## src/sphere_region_id_tagger_macros.svh

```systemverilog
// ----------------------------------------------------------------------------
// Sphere region id tagger: assertion macros
// Short forms for the concurrent checks used in the back end.
// ----------------------------------------------------------------------------
`ifndef SPHERE_REGION_ID_TAGGER_MACROS_SVH
`define SPHERE_REGION_ID_TAGGER_MACROS_SVH

// Consequent must hold in the same cycle as the antecedent.
`define SRIT_ASSERT_NOW(label, clk, rst_n, ante, cons) \
    label: assert property (@(posedge clk) disable iff (!rst_n) (ante) |-> (cons)) \
        else $error("srit: same-cycle check failed");

// Consequent must hold in the cycle after the antecedent.
`define SRIT_ASSERT_NEXT(label, clk, rst_n, ante, cons) \
    label: assert property (@(posedge clk) disable iff (!rst_n) (ante) |=> (cons)) \
        else $error("srit: next-cycle check failed");

`endif

```

## src/srit_pkg.sv

```systemverilog
// ----------------------------------------------------------------------------
// Sphere region id tagger: shared package
// Sizes, item and table entry types, and the id tagging function.
// ----------------------------------------------------------------------------
package srit_pkg;

    localparam int NUM_SLOTS     = 16;
    localparam int TAG_START_BIT = 56;

    localparam int COORD_W  = 32;
    localparam int RADIUS_W = 31;
    localparam int GROUP_W  = 8;
    localparam int ID_W     = 64;
    localparam int SLOT_IN_W = 4;
    localparam int CFG_W    = 5;

    localparam int SLOT_W = (NUM_SLOTS > 1) ? $clog2(NUM_SLOTS) : 1;
    localparam int CNT_W  = (SLOT_W + 1 > CFG_W) ? SLOT_W + 1 : CFG_W;

    localparam int IN_TDATA_W  = 208;
    localparam int OUT_TDATA_W = 64;

    localparam int FIFO_DEPTH = 2;

    localparam logic ACT_LOAD     = 1'b0;
    localparam logic ACT_CLASSIFY = 1'b1;

    localparam logic [ID_W-1:0] ID_LOW_MASK = ~({ID_W{1'b1}} << TAG_START_BIT);

    typedef struct packed {
        logic                      action;
        logic [SLOT_W-1:0]         slot;
        logic signed [COORD_W-1:0] pos_x;
        logic signed [COORD_W-1:0] pos_y;
        logic signed [COORD_W-1:0] pos_z;
        logic [RADIUS_W-1:0]       radius;
        logic [GROUP_W-1:0]        group;
        logic [ID_W-1:0]           particle_id;
    } item_t;

    typedef struct packed {
        logic signed [COORD_W-1:0] cx;
        logic signed [COORD_W-1:0] cy;
        logic signed [COORD_W-1:0] cz;
        logic [RADIUS_W-1:0]       radius;
        logic [GROUP_W-1:0]        group;
    } sphere_t;

    // Clear the tag bits and put group plus one there; bits above the id drop off.
    function automatic logic [ID_W-1:0] tag_id(input logic [ID_W-1:0] id,
                                               input logic [GROUP_W-1:0] grp);
        logic [GROUP_W:0] tag;
        logic [ID_W-1:0]  tag_sh;
        tag    = {1'b0, grp} + 1'b1;
        tag_sh = ID_W'(tag) << TAG_START_BIT;
        return (id & ID_LOW_MASK) | tag_sh;
    endfunction

endpackage

```

## src/srit_fifo.sv

```systemverilog
// ----------------------------------------------------------------------------
// Sphere region id tagger: item queue
// Short queue between front and back end so either can stall alone.
// ----------------------------------------------------------------------------
module srit_fifo (
    input  logic            clk,
    input  logic            rst_n,
    input  logic            push_valid,
    output logic            push_ready,
    input  srit_pkg::item_t push_item,
    output logic            pop_valid,
    input  logic            pop_ready,
    output srit_pkg::item_t pop_item
);

    localparam int PTR_W = (srit_pkg::FIFO_DEPTH > 1) ? $clog2(srit_pkg::FIFO_DEPTH) : 1;
    localparam int CNT_W = $clog2(srit_pkg::FIFO_DEPTH + 1);

    srit_pkg::item_t  entries_reg [srit_pkg::FIFO_DEPTH];
    logic [PTR_W-1:0] wr_ptr_reg, wr_ptr_next;
    logic [PTR_W-1:0] rd_ptr_reg, rd_ptr_next;
    logic [CNT_W-1:0] count_reg, count_next;
    logic             do_push, do_pop;

    assign push_ready = (count_reg != CNT_W'(srit_pkg::FIFO_DEPTH));
    assign pop_valid  = (count_reg != '0);
    assign pop_item   = entries_reg[rd_ptr_reg];
    assign do_push    = push_valid && push_ready;
    assign do_pop     = pop_valid && pop_ready;

    always_comb
    begin
        wr_ptr_next = wr_ptr_reg;
        rd_ptr_next = rd_ptr_reg;
        count_next  = count_reg;
        if (do_push)
        begin
            wr_ptr_next = (wr_ptr_reg == PTR_W'(srit_pkg::FIFO_DEPTH - 1)) ? '0
                                                                           : wr_ptr_reg + 1'b1;
        end
        if (do_pop)
        begin
            rd_ptr_next = (rd_ptr_reg == PTR_W'(srit_pkg::FIFO_DEPTH - 1)) ? '0
                                                                           : rd_ptr_reg + 1'b1;
        end
        if (do_push && !do_pop)
        begin
            count_next = count_reg + 1'b1;
        end
        else if (do_pop && !do_push)
        begin
            count_next = count_reg - 1'b1;
        end
    end

    always_ff @(posedge clk or negedge rst_n)
    begin
        if (!rst_n)
        begin
            wr_ptr_reg <= '0;
            rd_ptr_reg <= '0;
            count_reg  <= '0;
        end
        else
        begin
            wr_ptr_reg <= wr_ptr_next;
            rd_ptr_reg <= rd_ptr_next;
            count_reg  <= count_next;
        end
    end

    always_ff @(posedge clk)
    begin
        if (do_push)
        begin
            entries_reg[wr_ptr_reg] <= push_item;
        end
    end

endmodule

```

## config.mk

```make
export PLATFORM = sky130hd
export DESIGN_NAME = srit_fifo
export DESIGN_NICKNAME = d
export VERILOG_FILES = /design/src/sphere_region_id_tagger_macros.svh /design/src/srit_pkg.sv /design/src/srit_fifo.sv
export SDC_FILE = /design/constraint.sdc
export NUM_CORES = 1
export LEC_CHECK = 0
export BUFFER_PORTS_ARGS = -buffer_cell sky130_fd_sc_hd__clkbuf_2
export CAP_MARGIN = 30
export CELL_PAD_IN_SITES_DETAIL_PLACEMENT = 0
export CELL_PAD_IN_SITES_GLOBAL_PLACEMENT = 1
export CORE_AREA = 8 8 158 309
export DETAILED_ROUTE_END_ITERATION = 6
export DIE_AREA = 0 0 166 317
export PLACE_DENSITY_LB_ADDON = 0.08
export SLEW_MARGIN = 20
export SYNTH_ARGS = -nofsm -noshare
export SYNTH_HDL_FRONTEND = slang
export SYNTH_SLANG_ARGS = --single-unit
```

## constraint.sdc

```tcl
create_clock -name clk -period 12.7 [get_ports clk]
set_input_delay 0 -clock clk [delete_from_list [all_inputs] [get_ports clk]]
set_output_delay 0 -clock clk [all_outputs]
set_load 0.1 [all_outputs]
```

======== Word level (Yosys, flattened, before mapping) ========
Memories as Yosys holds them, arrays and structs flattened.
Index checks and enable logic that the tools add are counted.
storage, ports and cells
  flip-flop bits (word level) ............. 4
  RAM bits ................................ 408
  output and inout bits ................... 206
  memories kept ........................... 1
cells by class
  add/sub/neg operators ................... 4
  equality and inequality tests ........... 1
  mux-type cells .......................... 6
  reduce and logical (&&, ||, !) cells .... 8
memories
  memory       depth  width  rd ports  clocked after Yosys merged registers in  wr ports  line             RTL
  entries_reg  2      204    1         0                                        1         srit_fifo.sv:19  srit_pkg::item_t entries_reg [srit_pkg::FIFO_DEPTH];
operators with widths
  kind                 count
  $logic_and 1x1->1    4
  $mux 1               4
  $mux 2               2
  $reduce_bool 2->1    2
  $add 1x1->1 const B  2
  $add 2x1->2 const B  1
  $logic_not 1->1      2
  $ne 2x2->1 const B   1
  $sub 2x1->2 const B  1

======== Longest topological paths before layout ========
  depth in word-level cells ............... 6
  gate-level depth with buffers ........... 7
  mapped depth without buffers ............ 7

======== Least setup slack after synthesis ========
OpenSTA, ideal clock, no wires.
  path kind ............................... reg2reg
  from .................................... register count_reg[0]
  to ...................................... memory entries_reg[0][0] in the netlist's numbering, enable pin
  arrival time ............................ 9.957 ns
  required time ........................... 11.927 ns
  slack ................................... 1.971 ns
  cell stages (with the launch flop) ...... 4
  buffers on the path ..................... 0
  cell sequence ........................... dfrtp_1 nand2b_1 nand2_1 nor2_1
between the ends
  cells in the longest elaborated chain, start to end .. 4
RTL lines
  item                          line             RTL
  from (decl)                   srit_fifo.sv:22  logic [CNT_W-1:0] count_reg, count_next;
  from (signal assigned)        srit_fifo.sv:68  count_reg <= count_next;
  $ne 2x2->1                    srit_fifo.sv:25  assign push_ready = (count_reg != CNT_W'(srit_pkg::FIFO_DEPTH));
  named net push_ready          srit_fifo.sv:9   output logic push_ready,
  $logic_and 1x1->1             srit_fifo.sv:28  assign do_push = push_valid && push_ready;
  $mux 1                        srit_fifo.sv:74  if (do_push)
  $mux 1 (not written as such)  srit_fifo.sv:76  entries_reg[wr_ptr_reg] <= push_item;
  to (decl)                     srit_fifo.sv:19
The timed path passes the listed nets, and every way through them passes these cells.

==> flow_metrics.env <==
export IMPL_outcome="completed"
export IMPL_io_buffers=413
export IMPL_drive_gt1_share_pct=51.5
export IMPL_nets=1510
export IMPL_grt_usage_pct=13.8
export IMPL_end_kind="output port"
export IMPL_fp_dieH_um=317
export IMPL_synthArstFlopShare_pct=0.971
export IMPL_drtIter0Drc=360
export IMPL_grt_pass1_wl_um=56100
export IMPL_hp_class="in2reg"
export IMPL_grt_max_degree=150
export IMPL_synth_top_cell_area_share_pct=78.9
export IMPL_worstPathMaxFanout=56
export IMPL_hold_viol_final=0
export IMPL_multi_input_area_um2=2960
export IMPL_largest_reg_flops=408
export IMPL_grt_setup_unrepaired="no"
export IMPL_grt_pass1_vias=9170
export IMPL_ys_seq_area_share_pct=79.5
export IMPL_io_pins=414
export IMPL_synth_area_um2=15500
export IMPL_clk_pin_slew_worst_paths_ps=60
export IMPL_cts_max_level=2
export IMPL_fin_crit_sh_pct=30.3
export IMPL_holdPathStages=2
export IMPL_cts_buffers=38
export IMPL_r2r_start="count_reg[0]$_DFFE_PN0P_"
export IMPL_maxSlewHeadroom_pct=38.3
export IMPL_drtAntennaViolNets=0
export IMPL_slew_violations=0
export IMPL_synth_area_leaders="edfxtp_1 79%, mux2_4 14%, mux2_2 3.9%"
export IMPL_ys_warn_count=0
export IMPL_final_setup_tns_ps=0
export IMPL_vias=8343
export IMPL_cts_tree="built"
export IMPL_dpl_hpwl_um=26500
export IMPL_avgSynthCellArea_um2=23.8
export IMPL_synth_edff_count=408
export IMPL_fp_dieW_um=166
export IMPL_finalWirelength_um=37400
export IMPL_cts_buffer_depth=3
export IMPL_dieArea_um2=52600
export IMPL_fill_cells=3819
export IMPL_worst_ep_arrival_time_ps=3850
export IMPL_antenna_found_initial=2
export IMPL_path_delay_family="buffers and inverters"
export IMPL_drc=0
export IMPL_ys_flop_type="edfxtp_1"
export IMPL_ys_seq_elements=412
export IMPL_finalCriticalPeriod_ps=3850
export IMPL_yosys_cell_types_count=15
export IMPL_wl_per_cell_um=19.9
export IMPL_yosysMostFrequentCell="edfxtp_1"
export IMPL_syn2layout_area_growth_pct=38.8
export IMPL_r2r_end="entries_reg[0][75]$_DFFE_PP_"
export IMPL_critPathMaxStageDelay_ps=810
export IMPL_start_util_pct=34.7
export IMPL_gp_congestion=0.761
export IMPL_synth_largest_area_cell="edfxtp_1"
export IMPL_core_area_um2=44700
export IMPL_path_class="reg2out"
export IMPL_register_area_um2=12400
export IMPL_cts_setup_buffers=0
export IMPL_syn_nets=862
export IMPL_globalRouteOverflowTotal=0
export IMPL_critPathLaunchType="register"
export IMPL_required_ps=12700
export IMPL_cts_root_buf="clkbuf_16"
export IMPL_skew_ps=9.01
export IMPL_fmax_mhz=260
export IMPL_clk_latency_ps=520
export IMPL_synthTopCellsByCount="408 x edfxtp_1, 150 x mux2_4, 54 x mux2_2"
export IMPL_holdCritStartpoint="push_item[14]"
export IMPL_cap_violations=0
export IMPL_min_to="entries_reg[0][14]$_DFFE_PP_"
export IMPL_clkSinkCount=412
export IMPL_vias_per_cell=4.43
export IMPL_firstDrtPassIters=4
export IMPL_critPathBufInv=4
export IMPL_worst_pin_slew_ps=926
export IMPL_crit_slowest_cell="buf_4"
export IMPL_rrSetupSlack_ps=9510
export IMPL_reg2reg_depth=6
export IMPL_fp_row_count=110
export IMPL_synthCells=653
export IMPL_setup_violations=0
export IMPL_crit_top_cell="buf_4"
export IMPL_path_cells="buf_16 -> buf_4 -> buf_4 -> mux2_2 -> clkbuf_2"
==> cell usage in the layout (no fill, tap or decap) <==
cell type / count
buf_12: 2
inv_6: 2
nand2b_1: 1
ha_1: 1
and3_4: 1
nand2_1: 2
buf_4: 6
bufinv_16: 6
xor2_1: 2
inv_1: 1
diode_2: 1
clkbuf_2: 413
clkbuf_1: 6
clkbuf_16: 39
clkinvlp_4: 2
nor2_1: 1
nor2_4: 1
xnor2_1: 3
mux2_4: 150
dfrtp_4: 1
dlygate4sd3_1: 208
edfxtp_1: 408
or2_2: 1
clkinv_1: 6
dfrtp_1: 3
buf_16: 2
mux2_2: 54
clkinv_2: 2
==> final cells by class <==
class                      instances  area share (%)
tap                              560            3.25
clock inverter                    18            1.14
antenna                            1          0.0116
inverter                           1          0.0174
sequential                       412            57.3
multi-input combinational        217            13.7
clock buffer                      45            4.63
timing repair buffer             631            19.9
==> stage by stage <==
| stage | area, um^2 | hold WS [ps] | setup slack, ps | util [%] | instances |
|---|---|---|---|---|---|
| 2_1_floorplan | 15500 | -296 | 1970 | - | 653 |
| 3_3_place_gp | 18200 | -180 | 9170 | 40.6 | 1610 |
| 3_5_place_dp | 18200 | -182 | 9310 | 40.8 | 1613 |
| 4_1_cts | 21600 | 160 | 8730 | 48.2 | 1884 |
| 5_1_grt | 21600 | 182 | 8640 | 48.2 | 1885 |
| 6_report | 21600 | 196 | 8850 | 48.2 | 1885 |
==> cells by family after synthesis <==
| kind of cell | share of synthesized area [%] |
|---|---|
| multiplexers | 18.4 |
| adder cells (fa/ha/maj) | 0.0805 |
| buffers and inverters | 1.49 |
| AND/OR/NAND/NOR | 0.218 |
| flip-flops | 79.5 |
| XOR/XNOR | 0.282 |
==> layer usage <==
| layer | up-vias | track usage (%) | wire (um) |
|---|---|---|---|
| met3 | 50 | 5.05 | 3320 |
| met5 | - | 0 | 8 |
| met1 | 4022 | 18.1 | 16800 |
| li1 | 3897 | - | - |
| met2 | 372 | 21.2 | 16400 |
| met4 | 2 | 4.38 | 886 |
==> how the worst max path moves through the flow <==
stage                             start                     endpoint  slack, ps  cells after the start
2_1_floorplan  count_reg[0]$_DFFE_PN0P_  entries_reg[0][0]$_DFFE_PP_       1970                      3
3_3_place_gp     rd_ptr_reg$_DFFE_PN0P_                pop_item[200]       9170                      4
3_5_place_dp     rd_ptr_reg$_DFFE_PN0P_                pop_item[195]       9310                      5
4_1_cts          rd_ptr_reg$_DFFE_PN0P_                pop_item[195]       8730                      5
5_1_grt          rd_ptr_reg$_DFFE_PN0P_                pop_item[195]       8640                      5
6_report         rd_ptr_reg$_DFFE_PN0P_                pop_item[199]       8850                      5
==> repair_timing <==
action | CTS | global route
gates resized for setup | 0 | 0
hold buffers | 208 | 0
endpoints found under the hold margin | 415 | 0
setup endpoints to repair | 0 | 0
Power is not shown: default switching activity piles up to over one toggle a cycle in this logic, so the estimate is an artifact.
